File: src/rtl/dtp_pkg.sv
// Package for the debounced trigger pad controller.
// Holds request, LED, event and register index codes and the debouncer status type.
// No dependencies.
`timescale 1ns / 1ps

package dtp_pkg;

    localparam logic [1:0] REQ_SAMPLE     = 2'd0;
    localparam logic [1:0] REQ_TICK       = 2'd1;
    localparam logic [1:0] REQ_ACTIVATE   = 2'd2;
    localparam logic [1:0] REQ_DEACTIVATE = 2'd3;

    localparam logic [1:0] LED_OFF  = 2'd0;
    localparam logic [1:0] LED_BLUE = 2'd1;
    localparam logic [1:0] LED_RED  = 2'd2;

    localparam logic [1:0] EV_NONE      = 2'd0;
    localparam logic [1:0] EV_TRIGGERED = 2'd1;
    localparam logic [1:0] EV_ERROR     = 2'd2;

    localparam logic [1:0] CFG_DEBOUNCE = 2'd0;
    localparam logic [1:0] CFG_FLASH    = 2'd1;

    localparam logic [7:0]  DEBOUNCE_RESET = 8'd5;
    localparam logic [15:0] FLASH_RESET    = 16'd1000;

    typedef struct packed {
        logic pressed;
        logic press_edge;
        logic release_edge;
    } t_deb_status;

endpackage

File: src/rtl/dtp_debounce.sv
// Sample debouncer: accepts a level change after a run of equal samples.
// Depends on dtp_pkg for the status type.
`timescale 1ns / 1ps

module dtp_debounce (
    input  logic                 i_clk,
    input  logic                 i_rst_n,
    input  logic                 i_sample,
    input  logic                 i_raw,
    input  logic [7:0]           i_samples,
    output dtp_pkg::t_deb_status o_status
);
    import dtp_pkg::*;

    logic       r_last_raw;
    logic [7:0] r_count;
    logic       r_debounced;
    logic [7:0] n_count;
    logic       w_change;

    always_comb begin
        if (i_raw == r_last_raw) begin
            n_count = (r_count == 8'hFF) ? r_count : r_count + 8'd1;
        end else begin
            n_count = 8'd1;
        end
        w_change = i_sample && (n_count >= i_samples) && (i_raw != r_debounced);
    end

    always_ff @(posedge i_clk) begin
        if (!i_rst_n) begin
            r_last_raw  <= 1'b0;
            r_count     <= 8'd0;
            r_debounced <= 1'b0;
        end else if (i_sample) begin
            r_last_raw <= i_raw;
            r_count    <= n_count;
            if (w_change) begin
                r_debounced <= i_raw;
            end
        end
    end

    assign o_status.pressed      = w_change ? i_raw : r_debounced;
    assign o_status.press_edge   = w_change && i_raw;
    assign o_status.release_edge = w_change && !i_raw;

endmodule

File: src/rtl/debounced_trigger_pad_controller.sv
// Top level of the debounced trigger pad controller: handshakes, pad state, result register.
// Depends on dtp_pkg and dtp_debounce.
//
//  channel | direction | handshake             | word
//  in      | input     | i_in_valid/o_in_stall | req_type, raw_level, now_ms
//  out     | output    | o_out_valid/i_out_stall | pressed .. event_code
//  cfg     | input     | i_cfg_valid/o_cfg_ready | index, data
//
// One word per cycle while the output is not stalled; each result is registered and
// appears in the cycle after its word is accepted. The single result register sets the
// rate: a new word enters whenever that register is empty or being taken in the same cycle.
// Synchronous active-low reset clears control state and loads register defaults, not the
// result data registers. A stall on the output holds the result and stalls the input.
`timescale 1ns / 1ps

module debounced_trigger_pad_controller (
    input  logic        i_clk,
    input  logic        i_rst_n,
    input  logic        i_in_valid,
    output logic        o_in_stall,
    input  logic [1:0]  i_req_type,
    input  logic        i_raw_level,
    input  logic [31:0] i_now_ms,
    output logic        o_out_valid,
    input  logic        i_out_stall,
    output logic        o_pressed,
    output logic        o_press_edge,
    output logic        o_release_edge,
    output logic        o_armed,
    output logic        o_hit,
    output logic [1:0]  o_led_color,
    output logic [1:0]  o_event_code,
    input  logic        i_cfg_valid,
    output logic        o_cfg_ready,
    input  logic [1:0]  i_cfg_index,
    input  logic [31:0] i_cfg_data
);
    import dtp_pkg::*;

    logic [7:0]  r_debounce_samples;
    logic [15:0] r_flash_duration;
    logic        r_press_pending;
    logic        r_armed;
    logic        r_hit;
    logic        r_flash_running;
    logic [31:0] r_flash_deadline;
    logic        r_blink;
    logic        r_out_valid;
    logic        r_pressed;
    logic        r_press_edge;
    logic        r_release_edge;
    logic        r_armed_out;
    logic        r_hit_out;
    logic [1:0]  r_led;
    logic [1:0]  r_event;

    logic        n_press_pending;
    logic        n_armed;
    logic        n_hit;
    logic        n_flash_running;
    logic [31:0] n_flash_deadline;
    logic        n_blink;
    logic [1:0]  n_led;
    logic [1:0]  n_event;
    logic [31:0] w_elapsed;
    logic        w_accept;
    logic        w_sample;
    t_deb_status w_deb;

    function automatic logic [1:0] led_now(input logic armed, input logic hit,
                                           input logic flash, input logic blink);
        if (armed && !hit) begin
            return LED_BLUE;
        end
        if (!armed && hit && flash && blink) begin
            return LED_RED;
        end
        return LED_OFF;
    endfunction

    assign o_in_stall  = r_out_valid && i_out_stall;
    assign w_accept    = i_in_valid && !o_in_stall;
    assign w_sample    = w_accept && (i_req_type == REQ_SAMPLE);
    assign o_cfg_ready = 1'b1;

    dtp_debounce u_debounce (
        .i_clk     (i_clk),
        .i_rst_n   (i_rst_n),
        .i_sample  (w_sample),
        .i_raw     (i_raw_level),
        .i_samples (r_debounce_samples),
        .o_status  (w_deb)
    );

    always_comb begin
        n_press_pending  = r_press_pending;
        n_armed          = r_armed;
        n_hit            = r_hit;
        n_flash_running  = r_flash_running;
        n_flash_deadline = r_flash_deadline;
        n_blink          = r_blink;
        n_event          = EV_NONE;
        n_led            = LED_OFF;
        w_elapsed        = '0;
        unique case (i_req_type)
            REQ_SAMPLE: begin
                if (w_deb.press_edge) begin
                    n_press_pending = 1'b1;
                end
                n_led = led_now(r_armed, r_hit, r_flash_running, r_blink);
            end
            REQ_TICK: begin
                if (r_press_pending) begin
                    n_press_pending = 1'b0;
                    if (r_armed) begin
                        if (!r_hit) begin
                            n_hit   = 1'b1;
                            n_event = EV_TRIGGERED;
                        end
                    end else begin
                        n_hit            = 1'b1;
                        n_flash_running  = 1'b1;
                        n_flash_deadline = i_now_ms + {16'd0, r_flash_duration};
                    end
                end
                w_elapsed = i_now_ms - n_flash_deadline;
                if (!n_armed && n_hit && n_flash_running && !w_elapsed[31]) begin
                    n_hit           = 1'b0;
                    n_flash_running = 1'b0;
                end
                if (n_armed && !n_hit) begin
                    n_led = LED_BLUE;
                end else if (!n_armed && n_hit && n_flash_running) begin
                    n_blink = !r_blink;
                    n_led   = n_blink ? LED_RED : LED_OFF;
                end else begin
                    n_led = LED_OFF;
                end
            end
            REQ_ACTIVATE: begin
                if (r_hit) begin
                    n_event = EV_ERROR;
                end else begin
                    n_armed         = 1'b1;
                    n_flash_running = 1'b0;
                end
                n_led = led_now(n_armed, n_hit, n_flash_running, r_blink);
            end
            REQ_DEACTIVATE: begin
                n_armed         = 1'b0;
                n_hit           = 1'b0;
                n_flash_running = 1'b0;
                n_led = led_now(n_armed, n_hit, n_flash_running, r_blink);
            end
            default: begin
                n_led = LED_OFF;
            end
        endcase
    end

    always_ff @(posedge i_clk) begin
        if (!i_rst_n) begin
            r_debounce_samples <= DEBOUNCE_RESET;
            r_flash_duration   <= FLASH_RESET;
        end else if (i_cfg_valid) begin
            if (i_cfg_index == CFG_DEBOUNCE) begin
                r_debounce_samples <= i_cfg_data[7:0];
            end else if (i_cfg_index == CFG_FLASH) begin
                r_flash_duration <= i_cfg_data[15:0];
            end
        end
    end

    always_ff @(posedge i_clk) begin
        if (!i_rst_n) begin
            r_press_pending  <= 1'b0;
            r_armed          <= 1'b0;
            r_hit            <= 1'b0;
            r_flash_running  <= 1'b0;
            r_flash_deadline <= '0;
            r_blink          <= 1'b0;
            r_out_valid      <= 1'b0;
        end else begin
            if (w_accept) begin
                r_press_pending  <= n_press_pending;
                r_armed          <= n_armed;
                r_hit            <= n_hit;
                r_flash_running  <= n_flash_running;
                r_flash_deadline <= n_flash_deadline;
                r_blink          <= n_blink;
                r_out_valid      <= 1'b1;
            end else if (!i_out_stall) begin
                r_out_valid <= 1'b0;
            end
        end
    end

    always_ff @(posedge i_clk) begin
        if (w_accept) begin
            r_pressed      <= w_deb.pressed;
            r_press_edge   <= w_sample && w_deb.press_edge;
            r_release_edge <= w_sample && w_deb.release_edge;
            r_armed_out    <= n_armed;
            r_hit_out      <= n_hit;
            r_led          <= n_led;
            r_event        <= n_event;
        end
    end

    assign o_out_valid    = r_out_valid;
    assign o_pressed      = r_pressed;
    assign o_press_edge   = r_press_edge;
    assign o_release_edge = r_release_edge;
    assign o_armed        = r_armed_out;
    assign o_hit          = r_hit_out;
    assign o_led_color    = r_led;
    assign o_event_code   = r_event;

endmodule
File: config.mk
export PLATFORM = sky130hd
export DESIGN_NAME = debounced_trigger_pad_controller
export DESIGN_NICKNAME = d
export VERILOG_FILES = /design/src/rtl/dtp_pkg.sv /design/src/rtl/dtp_debounce.sv /design/src/rtl/debounced_trigger_pad_controller.sv
export SDC_FILE = /design/constraint.sdc
export NUM_CORES = 1
export LEC_CHECK = 0
export ABC_CLOCK_PERIOD_IN_PS = 11600
export BUFFER_PORTS_ARGS = -buffer_cell sky130_fd_sc_hd__buf_2
export CORE_ASPECT_RATIO = 0.75
export CORE_MARGIN = 2
export CORE_UTILIZATION = 60
export DETAILED_ROUTE_END_ITERATION = 7
export PLACE_DENSITY = 0.9
export REMOVE_ABC_BUFFERS = 1
export SYNTH_ARGS = -nofsm -noshare
export SYNTH_HDL_FRONTEND = slang
export SYNTH_SLANG_ARGS = --single-unit
File: constraint.sdc
create_clock -name i_clk -period 11.6 [get_ports i_clk]
set_input_delay 1.16 -clock i_clk [delete_from_list [all_inputs] [get_ports i_clk]]
set_output_delay 1.16 -clock i_clk [all_outputs]
set_load 0.005 [all_outputs]
==> Flow_metrics.wiki, run 1 <==
{| class="wikitable"
! Metric !! Value
|-
| Io pins || 86
|-
| Count of routing violations after the opening detailed-route iteration || 489
|-
| H-Tree Depth || 3
|-
| Total instance count after detailed placement || 865
|-
| Number of clock sinks || 81
|-
| Warnings, synthesis || 0
|-
| Final hold violations || 0
|-
| Via count of the first global-routing pass || 5404
|-
| Max transition margin || 0.103
|-
| Highest ir drop seen on vdd || about 0.075 mV
|-
| Number of remaining DRC errors || 0
|-
| Placeable core area || approximately 9100 um2
|-
| Clock tree from TritonCTS || built
|-
| Detailed-placement wirelength estimate || 10800 um
|-
| Final Critical Period || approximately 6000 ps
|-
| Pins over their slew limit || 0
|-
| Average wire length per cell after detail routing || about 17 um
|-
| Worst Path Arrival || 6130 ps
|-
| Layout fillers || 723
|-
| Quantity of gates resized following cts || 0
|-
| First-pass detailed-route iteration total || 5
|-
| Unrepaired setup endpoints after global routing || no
|-
| Seq cells post-synth || approximately 80
|-
| Status || completed
|-
| Clock transition at the registers of the reported paths || 70 ps
|-
| Worst hold path type || register to register
|-
| Number of enable flip-flop cells after synthesis || 9
|-
| Utilization after layout || 0.702
|-
| Worst Setup Path Type || primary input to register
|-
| Post-route fraction of the period consumed by the critical path || 0.520
|-
| Number of antenna violations at the first check in global routing || 0
|-
| Syn avg cell area || 8.13 um2
|-
| Most instantiated flip-flop cell in the synthesis netlist || sky130_fd_sc_hd__dfxtp_1
|-
| Via Count || approximately 5.5k
|-
| Async S/R FF share, synth || 0
|-
| CP startpoint kind || primary input
|-
| Power density of the placed cells || 113 nW/um2
|-
| Max Root-Sink Buffers || 2
|-
| CP peak stage delay || roughly 710 ps
|-
| Crit path cell chain || buf_2, ha_1, inv_1, fa_1, nor2b_1, o21a_1, o21a_1, o31a_1, a211oi_2, nor3_1, xor2_1, mux2i_1, ha_1, a2111oi_4, o221ai_2, o211ai_1, o211ai_1, or3_4, xnor2_4, o211a_1, o2bb2a_1
|-
| Distinct cell type count of the synthesized netlist || 64
|-
| Cell area after placement || 6070 um2
|-
| Number of standard cells after synthesis || 698
|-
| Wire length of the first global-routing pass || 25000 um
|-
| Clk root buf || sky130_fd_sc_hd__clkbuf_16
|-
| Fraction of layout instances using a drive strength above 1 || 0.142
|-
| Pleak || 2.63 nW
|-
| Setup Fix Bufs, Post-CTS || 0
|-
| Maximum achievable frequency || 166 MHz
|-
| Pin count of the biggest net entering global routing || 39
|-
| Die Wd || between 100 and 150 um
|-
| DIE AREA || 10300 um2
|-
| Crit-path max FO || 8
|-
| Row cnt || 30
|-
| Worst clock skew on the final layout || 8.31 ps
|-
| Die extent in y || about 88 um
|-
| Starting density of the core || 0.622
|-
| Setup TNS || 0 ps
|-
| Required time at the endpoint of the critical path || 11690 ps
|-
| Port Buffer Count || 68
|-
| Clock latency at the later pin of the worst-skew pair || 350 ps
|-
| Hold-fix buffers at CTS || 0
|-
| Sum of routed wire length over all layers || 15400 um
|-
| Vias per std cell || 6.30
|-
| Relative area change from synthesis to final layout || 12.8%
|-
| Sort of element at the end of the critical path || register
|-
| Total power || slightly above 0.0007 W
|-
| Final instance count without filler cells || between 800 and 900
|-
| Netlist area before placement || around 5700 um2
|-
| Count of antenna-violating nets left after detailed routing || 0
|-
| Fraction of the yosys area taken by sequential cells || 0.302
|-
| NumNets Final || 883
|-
| Cell with the largest stage delay on the worst path || sky130_fd_sc_hd__a211oi_2
|-
| GP Congestion || 0.920
|-
| # setup viols final || 0
|-
| Worst Tran Pin Value || around 1300 ps
|-
| Total gr overflow || 0
|-
| N_diodes || 0
|-
| Post-route cell area || 6400 um2
|-
| Max-cap viol count || 0
|-
| Global-route usage over all layers || 0.308
|-
| Number of buffers created by CTS || 9
|}
## per-layer routing
metal	share of wire	vias up	GRT usage
li1	-	2609	-
met1	0.42	2601	0.377
met2	0.48	273	0.529
met3	0.074	64	0.0521
met4	0.034	0	0.155
met5	0	-	0
## flip-flops by register name, summed over array words and instances (netlist names), 2 cells and up
| signal | count |
|---|---|
| r_flash_deadline | 32 |
| r_debounce_samples | 8 |
| o_event_code | 2 |
| o_led_color | 2 |
| u_debounce.r_count | 8 |
| r_flash_duration | 16 |
## cells in the final DEF, fill, tap and decap left out, drive strengths merged, types with 12 or more instances in the layout
cell type | synthesis | layout
a211oi | 22 | 22
inv | 24 | 26
o21ai | 23 | 23
mux2i | 19 | 19
clkbuf | 26 | 12
dfxtp | 72 | 72
nand3 | 30 | 30
xor2 | 24 | 24
ha | 60 | 60
buf | 8 | 73
nand2 | 84 | 84
a21oi | 72 | 72
nor2 | 70 | 70
nor3 | 19 | 19
## final cells by class
cell class	count	area, um2	area share
Clock inverter	4	52.6	0.00820
Multi-Input combinational cell	559	3730	0.583
Clock buffer	12	279	0.0436
Sequential cell	81	1710	0.267
Tap cell	128	160	0.0250
Timing Repair Buffer	73	378	0.0590
Inverter	24	90.1	0.0141
## final timing paths
check | from | end | slack [ps] | cells past startpoint
hold reg to reg | r_flash_deadline[0]$_SDFFE_PN0P_ | r_flash_deadline[0]$_SDFFE_PN0P_ | 470 | 2
setup reg to reg | r_flash_duration[0]$_SDFFE_PN0P_ | o_hit$_DFFE_PP_ | 6160 | 20
hold / removal | r_flash_deadline[0]$_SDFFE_PN0P_ | r_flash_deadline[0]$_SDFFE_PN0P_ | 470 | 2
setup / recovery | i_now_ms[0] | o_hit$_DFFE_PP_ | 5560 | 21
## critical path: cells and delay by family
| family | cells | cell delay [ps] |
|---|---|---|
| AOI/OAI and AO/OA | 10 | 2710 |
| adders and majority gates | 3 | 810 |
| and+or+nand+nor | 3 | 670 |
| xor gates and xnor gates | 2 | 450 |
| buffers and inverters | 2 | 200 |
| muxes | 1 | 120 |
## per-stage QoR
stage | hold slack [ps] | worst slack, ps
after CTS | 465 | 5720
after global routing | 478 | 5460
final | 467 | 5560
after detailed placement | 455 | 5400
after floorplan | 436 | 6220
after global placement | 442 | 5590
## cell families (layout without fill, tap and decap cells)
kind of cell | after synthesis | after routing | synth area share
simple gates | 271 | 271 | 0.226
compound gates | 175 | 175 | 0.206
flops | 81 | 81 | 0.302
fa+ha+maj | 61 | 61 | 0.136
buf+inv | 58 | 113 | 0.0412
xor+xnor | 31 | 31 | 0.0511
mux | 20 | 20 | 0.0377
other cells | 1 | 1 | 0.000661
## synthesized netlist by cell type (all sizes together) (19+ instances only)
| master | n | area share |
|---|---|---|
| nand2 | 84 | 0.056 |
| a21oi | 72 | 0.063 |
| dfxtp | 72 | 0.25 |
| nor2 | 70 | 0.046 |
| ha | 60 | 0.13 |
| nand3 | 30 | 0.026 |
| clkbuf | 26 | 0.017 |
| inv | 24 | 0.016 |
| xor2 | 24 | 0.037 |
| o21ai | 23 | 0.020 |
| a211oi | 22 | 0.031 |
| mux2i | 19 | 0.036 |
| nor3 | 19 | 0.017 |
## report_power, final
group	leakage [nW]	switching [W]	internal, W	total, W
clock network	0.164	0.000123	0.000194	0.000318
registers	0.675	0.00000426	0.000290	0.000294
logic	1.80	0.0000694	0.0000444	0.000114
No activity file was read; power rests on OpenSTA's default activity.
==> run 2: changes to the inputs <==
--- a/config.mk
+++ b/config.mk
@@ -5,13 +5,14 @@
 export SDC_FILE = /design/constraint.sdc
 export NUM_CORES = 1
 export LEC_CHECK = 0
-export ABC_CLOCK_PERIOD_IN_PS = 11600
+export ABC_AREA = 1
+export ABC_CLOCK_PERIOD_IN_PS = 5500
 export BUFFER_PORTS_ARGS = -buffer_cell sky130_fd_sc_hd__buf_2
 export CORE_ASPECT_RATIO = 0.75
 export CORE_MARGIN = 2
-export CORE_UTILIZATION = 60
+export CORE_UTILIZATION = 52
 export DETAILED_ROUTE_END_ITERATION = 7
-export PLACE_DENSITY = 0.9
+export PLACE_DENSITY = 0.84
 export REMOVE_ABC_BUFFERS = 1
 export SYNTH_ARGS = -nofsm -noshare
 export SYNTH_HDL_FRONTEND = slang
==> constraint.sdc (replaced) <==
create_clock -name i_clk -period 5.5 [get_ports i_clk]
set_input_delay 0.55 -clock i_clk [delete_from_list [all_inputs] [get_ports i_clk]]
set_output_delay 0.55 -clock i_clk [all_outputs]
set_load 0.005 [all_outputs]
==> run 2 against run 1 <==
Compared with the run above:
- critical path depth rose by 8
- die area is 12% higher
- first-iteration DRC count down 36%
- register-to-register slack lost 4800 ps
- wire length shrank 19%
- global-route usage decreased by 8.1 points
- setup slack got worse by 4200 ps
- critical path type is now register to register
- largest power group is now sequential cells
==> Flow_metrics.wiki, run 2 <==
{| class="wikitable"
! Metric !! Value
|-
| Crit-path max FO || 6 (-2)
|-
| Fraction of layout instances using a drive strength above 1 || 0.142 (about the same)
|-
| First-pass detailed-route iteration total || 5 (unchanged)
|-
| Worst-case setup slack after placement || 1080 ps (-4320 ps)
|-
| CP startpoint kind || register
|-
| Clock tree from TritonCTS || built
|-
| Sort of element at the end of the critical path || register
|-
| Hold-fix buffers at CTS || 0 (unchanged)
|-
| Flip-flop count of the largest register, all copies and words added || 32 (unchanged)
|-
| Setup TNS || 0 ps (unchanged)
|-
| Placeable core area || 10300 um2 (+13%)
|-
| Maximum achievable frequency || approximately 240 MHz
|-
| Distinct cell type count of the synthesized netlist || 50 (-22%)
|-
| Worst hold path type || primary input to register
|-
| Cell type with the highest aggregate area in the netlist || sky130_fd_sc_hd__dfxtp_1
|-
| Most instantiated flip-flop cell in the synthesis netlist || sky130_fd_sc_hd__dfxtp_1
|-
| Number of remaining DRC errors || 0 (unchanged)
|-
| Total gr overflow || 0 (unchanged)
|-
| Clock latency at the later pin of the worst-skew pair || 350 ps (about the same)
|-
| Final Critical Period || 4130 ps
|-
| Fraction of the yosys area taken by sequential cells || 0.309 (+0.00714)
|-
| Clk root buf || sky130_fd_sc_hd__clkbuf_16
|-
| Seq cells post-synth || 81 (unchanged)
|-
| NumNets Final || 953 (+7.9%)
|-
| Cell with the largest stage delay on the worst path || sky130_fd_sc_hd__fa_1
|-
| Average wire length per cell after detail routing || 13.0 um (-26%)
|-
| Proportion of netlist area held by the largest area contributor || 0.260 (+0.00602)
|-
| Count of routing violations after the opening detailed-route iteration || 315 (-36%)
|-
| Most frequent CP cell || sky130_fd_sc_hd__nand2_1
|-
| Netlist area before placement || 5550 um2 (-2.3%)
|-
| Clock transition at the registers of the reported paths || 60 ps (about the same)
|-
| Worst Tran Pin Value || 1230 ps (-114 ps)
|-
| Status || completed
|-
| Detailed-placement wirelength estimate || 9370 um (-13%)
|-
| Category of cells accounting for the largest share of critical-path delay || simple AND/OR/NAND/NOR gates
|-
| Setup slack on the worst flop-to-flop path || 1370 ps (-4790 ps)
|-
| GP Congestion || 0.855 (-7.1%)
|-
| Pin count of the biggest net entering global routing || 63 (+62%)
|-
| Unrepaired setup endpoints after global routing || no
|-
| Max transition margin || 0.181 (+0.0782)
|-
| Highest ir drop seen on vdd || 0.175 mV (+130%)
|-
| Setup ws final || 1370 ps (-4190 ps)
|-
| Via count of the first global-routing pass || 4479 (-17%)
|-
| Vias per std cell || 5.27 (-16%)
|-
| Most frequent cell after synthesis || sky130_fd_sc_hd__nand2_1
|-
| Pins over their slew limit || 0 (unchanged)
|-
| Max-cap viol count || 0 (unchanged)
|-
| Async S/R FF share, synth || 0 (unchanged)
|-
| DIE AREA || 11500 um2 (+12%)
|-
| Global-route usage over all layers || 0.227 (-0.0809)
|-
| Power density of the placed cells || 247 nW/um2 (+120%)
|-
| Leading cell types by total area after synthesis || sky130_fd_sc_hd__dfxtp_1 26%, sky130_fd_sc_hd__ha_1 14%, sky130_fd_sc_hd__nand2_1 11%
|-
| CP peak stage delay || 420 ps (-290 ps)
|-
| Number of clock sinks || 81 (unchanged)
|-
| Number of buffer and inverter instances along the worst setup path || 3 (+1)
|-
| Count of antenna-violating nets left after detailed routing || 0 (unchanged)
|-
| Die extent in y || 93.4 um (+5.9%)
|-
| Number of enable flip-flop cells after synthesis || 9 (unchanged)
|-
| Required time at the endpoint of the critical path || 5570 ps (-6120 ps)
|-
| Warnings, synthesis || 0 (unchanged)
|-
| N_diodes || 0 (unchanged)
|-
| Worst clock skew on the final layout || 7.15 ps (-1.16 ps)
|-
| Port Buffer Count || 68 (unchanged)
|-
| Max Root-Sink Buffers || 2 (unchanged)
|-
| Largest registers || r_flash_deadline (32), r_flash_duration (16)
|-
| Pleak || 2.89 nW (+9.6%)
|-
| Number of antenna violations at the first check in global routing || 0 (unchanged)
|-
| Worst Path Arrival || 4200 ps (-1930 ps)
|-
| Commonest cells in the synthesized netlist || 160 x sky130_fd_sc_hd__nand2_1, 92 x sky130_fd_sc_hd__a21oi_1, 75 x sky130_fd_sc_hd__inv_1
|-
| Most frequent cells in the layout || 160 x sky130_fd_sc_hd__nand2_1, 92 x sky130_fd_sc_hd__a21oi_1, 75 x sky130_fd_sc_hd__inv_1, 72 x sky130_fd_sc_hd__dfxtp_1, 71 x sky130_fd_sc_hd__o21ai_0
|-
| Worst-case hold slack || 409 ps (-57.9 ps)
|-
| # setup viols final || 0 (unchanged)
|-
| Number of buffers created by CTS || 9 (unchanged)
|-
| Sum of routed wire length over all layers || 12400 um (-19%)
|-
| Layout fillers || 950 (+31%)
|-
| Setup Fix Bufs, Post-CTS || 0 (unchanged)
|-
| H-Tree Depth || 3 (unchanged)
|-
| Post-route fraction of the period consumed by the critical path || 0.750
|-
| Syn avg cell area || 7.29 um2 (-10%)
|-
| Relative area change from synthesis to final layout || 12.4%
|-
| Io pins || 86 (unchanged)
|-
| Wire length of the first global-routing pass || 20700 um (-17%)
|-
| Register with the most flip-flops || r_flash_deadline
|-
| Number of standard cells after synthesis || 761 (+9.0%)
|-
| Starting density of the core || 0.537 (-0.0855)
|-
| Via Count || 5052 (-8.9%)
|-
| Die Wd || 123 um (+6.0%)
|-
| Row cnt || 32 (+6.7%)
|-
| Commonest non-fill, non-tap cell in the layout || sky130_fd_sc_hd__nand2_1
|-
| Worst Setup Path Type || register to register
|-
| Final hold violations || 0 (unchanged)
|-
| Quantity of gates resized following cts || 0 (unchanged)
|}
-- run 2: logic make-up (layout without fill, tap and decap cells) --
group / Yosys count / after routing / share of synthesized area
simple gates: 283 / 283 / 0.220
fa+ha+maj: 61 / 61 / 0.139
buf+inv: 101 / 163 / 0.0740
xor+xnor: 31 / 31 / 0.0490
compound gates: 196 / 196 / 0.196
mux: 7 / 7 / 0.0126
flops: 81 / 81 / 0.309
other cells: 1 / 1 / 0.000676
-- run 2: area by class of cell --
| cell class | instances | area, um2 | share of cell area |
|---|---|---|---|
| well taps | 136 | 170 | 0.0273 |
| repair buffers | 70 | 355 | 0.0570 |
| clock inverters | 4 | 28.8 | 0.00462 |
| clock buffers | 12 | 246 | 0.0396 |
| multi-input cells | 579 | 3430 | 0.550 |
| flip-flops and latches | 81 | 1710 | 0.275 |
| inverters | 77 | 289 | 0.0464 |
-- run 2: stage by stage --
step	total power, W	instance area [um2]	utilization	instances
floorplan	0.000881	5420	-	737
CTS	0.00154	6230	0.603	959
detailed placement	0.000980	5960	0.577	943
global route	0.00162	6230	0.603	959
finish	0.00154	6230	0.603	959
global placement	0.000971	5960	0.577	943
-- run 2: worst register-to-register path, delay by kind of cell (launching register included) --
family	cells	cell delay (ps)
simple gates	15	1430
compound gates	7	910
fa+ha+maj	3	830
flops	1	330
buf+inv	3	190
xor+xnor	1	170
-- run 2: final timing paths --
| check | start | end | cells after the start |
|---|---|---|---|
| setup / recovery | r_flash_duration[0]$_SDFFE_PN0P_ | o_led_color[1]$_DFFE_PP_ | 29 |
| hold reg to reg | r_flash_deadline[0]$_SDFFE_PN0P_ | r_flash_deadline[0]$_SDFFE_PN0P_ | 2 |
| hold / removal | i_cfg_data[9] | r_flash_duration[9]$_SDFFE_PN1P_ | 3 |
| setup reg to reg | r_flash_duration[0]$_SDFFE_PN0P_ | o_led_color[1]$_DFFE_PP_ | 29 |
-- run 2: power by group --
part / leakage, nW / internal [W] / switching (W)
Clock: 0.129 / 0.000318 / 0.000248
Sequential: 0.679 / 0.000627 / 0.0000156
Combinational: 2.08 / 0.000127 / 0.000201
Total: 2.89 / 0.00107 / 0.000465
-- run 2: metal layers --
metal	global-route usage	part of all wire	vias to the layer above
met1	0.317	0.51	2257
met4	0.0682	0.014	0
met3	0.0567	0.047	16
met5	0	0	-
li1	-	-	2678
met2	0.344	0.43	101
==> run 3: changes to the inputs <==
--- a/config.mk
+++ b/config.mk
@@ -6,13 +6,13 @@
 export NUM_CORES = 1
 export LEC_CHECK = 0
 export ABC_AREA = 1
-export ABC_CLOCK_PERIOD_IN_PS = 5500
+export ABC_CLOCK_PERIOD_IN_PS = 4300
 export BUFFER_PORTS_ARGS = -buffer_cell sky130_fd_sc_hd__buf_2
 export CORE_ASPECT_RATIO = 0.75
 export CORE_MARGIN = 2
-export CORE_UTILIZATION = 52
+export CORE_UTILIZATION = 58
 export DETAILED_ROUTE_END_ITERATION = 7
-export PLACE_DENSITY = 0.84
+export PLACE_DENSITY = 0.88
 export REMOVE_ABC_BUFFERS = 1
 export SYNTH_ARGS = -nofsm -noshare
 export SYNTH_HDL_FRONTEND = slang
==> constraint.sdc (replaced) <==
create_clock -name i_clk -period 4.3 [get_ports i_clk]
set_input_delay 0.43 -clock i_clk [delete_from_list [all_inputs] [get_ports i_clk]]
set_output_delay 0.43 -clock i_clk [all_outputs]
set_load 0.005 [all_outputs]
==> run 3 against run 2 <==
Compared with the run above:
- maximum frequency down 0.25%
- combinational power up 37%
- sequential share of layout area shrank 0.17 points
- flip-flop and latch count unchanged
- non-clock buffer count rose by 2
- clock power is 31% higher
- first-iteration DRC count increased by 54%
- critical path depth down 3
==> Flow_metrics.wiki, run 3 (synthesis results as in run 2) <==
{| class="wikitable"
! Metric !! Value
|-
| Number of buffer and inverter instances along the worst setup path || 2 (-1)
|-
| DIE AREA || 10400 um2 (-10%)
|-
| CP startpoint kind || register
|-
| Sequential Area || 1710 um2 (unchanged)
|-
| Combinational Power Share || 0.223 (+0.009)
|-
| Largest registers || r_flash_deadline (32), r_flash_duration (16)
|-
| Sum of routed wire length over all layers || 14500 um (+17%)
|-
| H-Tree Depth || 3 (unchanged)
|-
| Pins over their slew limit || 0 (unchanged)
|-
| Category of cells accounting for the largest share of critical-path delay || simple AND/OR/NAND/NOR gates
|-
| Placeable core area || 9160 um2 (-11%)
|-
| Clock tree from TritonCTS || built
|-
| Worst hold path type || primary input to register
|-
| Required time at the endpoint of the critical path || 4390 ps (-1180 ps)
|-
| Final hold violations || 0 (unchanged)
|-
| Int Power || 0.00137 W (+27%)
|-
| Relative area change from synthesis to final layout || 13.1%
|-
| # setup viols final || 0 (unchanged)
|-
| Layout fillers || 754 (-21%)
|-
| Maximum achievable frequency || 242 MHz (-0.25%)
|-
| Fraction of layout instances using a drive strength above 1 || 0.152 (+0.00935)
|-
| Pleak || 2.90 nW (+0.28%)
|-
| Port Buffer Count || 68 (unchanged)
|-
| Total area of multi-input combinational cells || 3460 um2 (+0.80%)
|-
| Share of total power in sequential cells || 0.409 (-0.009)
|-
| Sort of element at the end of the critical path || register
|-
| Most frequent cells in the layout || 160 x sky130_fd_sc_hd__nand2_1, 91 x sky130_fd_sc_hd__a21oi_1, 75 x sky130_fd_sc_hd__inv_1, 72 x sky130_fd_sc_hd__dfxtp_1, 69 x sky130_fd_sc_hd__o21ai_0
|-
| Max transition margin || 0.385 (+0.204)
|-
| Global-route usage over all layers || 0.286 (+0.0584)
|-
| Wire length of the first global-routing pass || 23400 um (+13%)
|-
| Io pins || 86 (unchanged)
|-
| Worst clock skew on the final layout || 7.64 ps (+0.494 ps)
|-
| Cell with the largest stage delay on the worst path || sky130_fd_sc_hd__fa_2
|-
| Clock latency at the later pin of the worst-skew pair || 350 ps (about the same)
|-
| Post-route cell area || 6270 um2 (+0.62%)
|-
| CP peak stage delay || 360 ps (-60 ps)
|-
| Cell area after placement || 5950 um2 (about the same)
|-
| Via Count || 5455 (+8.0%)
|-
| Register with the most flip-flops || r_flash_deadline
|-
| NumNets Final || 955 (+0.21%)
|-
| Most frequent CP cell || sky130_fd_sc_hd__nand2_1
|-
| Power share of the clock group || 0.368 (about the same)
|-
| Post-route fraction of the period consumed by the critical path || 0.962 (+0.212)
|-
| Clk root buf || sky130_fd_sc_hd__clkbuf_16
|-
| Count of routing violations after the opening detailed-route iteration || 486 (+54%)
|-
| Count of antenna-violating nets left after detailed routing || 0 (unchanged)
|-
| Utilization after layout || 0.685 (+0.0814)
|-
| Die Wd || 117 um (-5.1%)
|-
| Highest ir drop seen on vdd || 0.194 mV (+11%)
|-
| Switching power summed over all nets || 0.000647 W (+39%)
|-
| Worst Tran Pin Value || 923 ps (-303 ps)
|-
| Vias per std cell || 5.72 (+8.7%)
|-
| Setup ws final || 163 ps (-1210 ps)
|-
| Status || completed
|-
| Switching fraction of total power || 0.321 (+0.0191)
|-
| Average wire length per cell after detail routing || 15.2 um (+18%)
|-
| Worst Path Arrival || 4230 ps (+30 ps)
|-
| Power density of the placed cells || 321 nW/um2 (+30%)
|-
| Number of clock sinks || 81 (unchanged)
|-
| Number of antenna violations at the first check in global routing || 0 (unchanged)
|-
| Commonest non-fill, non-tap cell in the layout || sky130_fd_sc_hd__nand2_1
|-
| Pin count of the biggest net entering global routing || 53 (-16%)
|-
| Unrepaired setup endpoints after global routing || no
|-
| Final Critical Period || 4140 ps (+10.4 ps)
|-
| GP Congestion || 0.931 (+8.9%)
|-
| Max Root-Sink Buffers || 2 (unchanged)
|-
| Flip-flop count of the largest register, all copies and words added || 32 (unchanged)
|-
| Worst-case setup slack after placement || 1.34 ps (-1080 ps)
|-
| Die extent in y || 88.7 um (-5.1%)
|-
| Row cnt || 30 (-6.3%)
|-
| Clock transition at the registers of the reported paths || 70 ps (about the same)
|-
| Worst Setup Path Type || register to register
|-
| First-pass detailed-route iteration total || 5 (unchanged)
|-
| N_diodes || 0 (unchanged)
|-
| Detailed-placement wirelength estimate || 10500 um (+13%)
|-
| Starting density of the core || 0.605 (+0.0686)
|-
| Total gr overflow || 0 (unchanged)
|-
| Crit-path max FO || 6 (unchanged)
|-
| Via count of the first global-routing pass || 5406 (+21%)
|-
| Max-cap viol count || 0 (unchanged)
|-
| Number of buffers created by CTS || 9 (unchanged)
|-
| Setup TNS || 0 ps (unchanged)
|-
| Number of remaining DRC errors || 0 (unchanged)
|}
-- run 3: cell count changes in the layout (fill, tap and decap cells not counted), moves of 2 or more --
cell,delta
sky130_fd_sc_hd__buf_4,+2
sky130_fd_sc_hd__o21ai_0,-2
sky130_fd_sc_hd__clkbuf_1,-2
sky130_fd_sc_hd__clkinvlp_4,+2
-- run 3: area by class of cell --
type	instances	share of cell area
clock buffer	9	0.0359
inverter	77	0.0461
timing repair buffer	72	0.0591
sequential	81	0.273
tap	128	0.0255
clock inverter	7	0.00898
multi-input combinational	579	0.551
-- run 3: worst paths after layout --
| check | from | endpoint | slack, ps | cells past startpoint |
|---|---|---|---|---|
| min reg2reg | r_flash_deadline[0]$_SDFFE_PN0P_ | r_flash_deadline[0]$_SDFFE_PN0P_ | 470 | 2 |
| max reg2reg | r_flash_duration[0]$_SDFFE_PN0P_ | o_led_color[1]$_DFFE_PP_ | 160 | 26 |
| min | i_cfg_data[8] | r_flash_duration[8]$_SDFFE_PN1P_ | 290 | 3 |
| max | r_flash_duration[0]$_SDFFE_PN0P_ | o_led_color[1]$_DFFE_PP_ | 160 | 26 |
-- run 3: power groups by stage --
stage	clock, W	combinational (W)	sequential, W
after global placement	0	0.000402	0.000836
after floorplan	0	0.000293	0.000834
after detailed placement	0	0.000430	0.000838
final	0.000741	0.000450	0.000823
after CTS	0.000741	0.000436	0.000822
after global routing	0.000773	0.000500	0.000826
-- run 3: per-layer routing --
metal	part of all wire	global-route usage
met5	0	0
met4	0.021	0.118
met3	0.074	0.0658
met2	0.48	0.510
met1	0.42	0.332
-- run 3: through the flow --
step	hold WS [ps]	power (W)	std cells
floorplan	427	0.00113	737
global placement	439	0.00124	936
detailed placement	453	0.00127	936
CTS	288	0.00200	952
global route	303	0.00210	953
finish	288	0.00201	953
-- run 3: tightest hold or removal path: cells and delay by family --
family | cells | cell delay (ps)
buffers and inverters | 1 | 80
AND/OR/NAND/NOR | 2 | 90
-- run 3: what timing repair did --
| item | in CTS | in global routing |
|---|---|---|
| endpoints found under the setup margin | 0 | 5 |
| hold buffers | 0 | 0 |
| resized for setup | 0 | 8 |
| setup buffers | 0 | 1 |
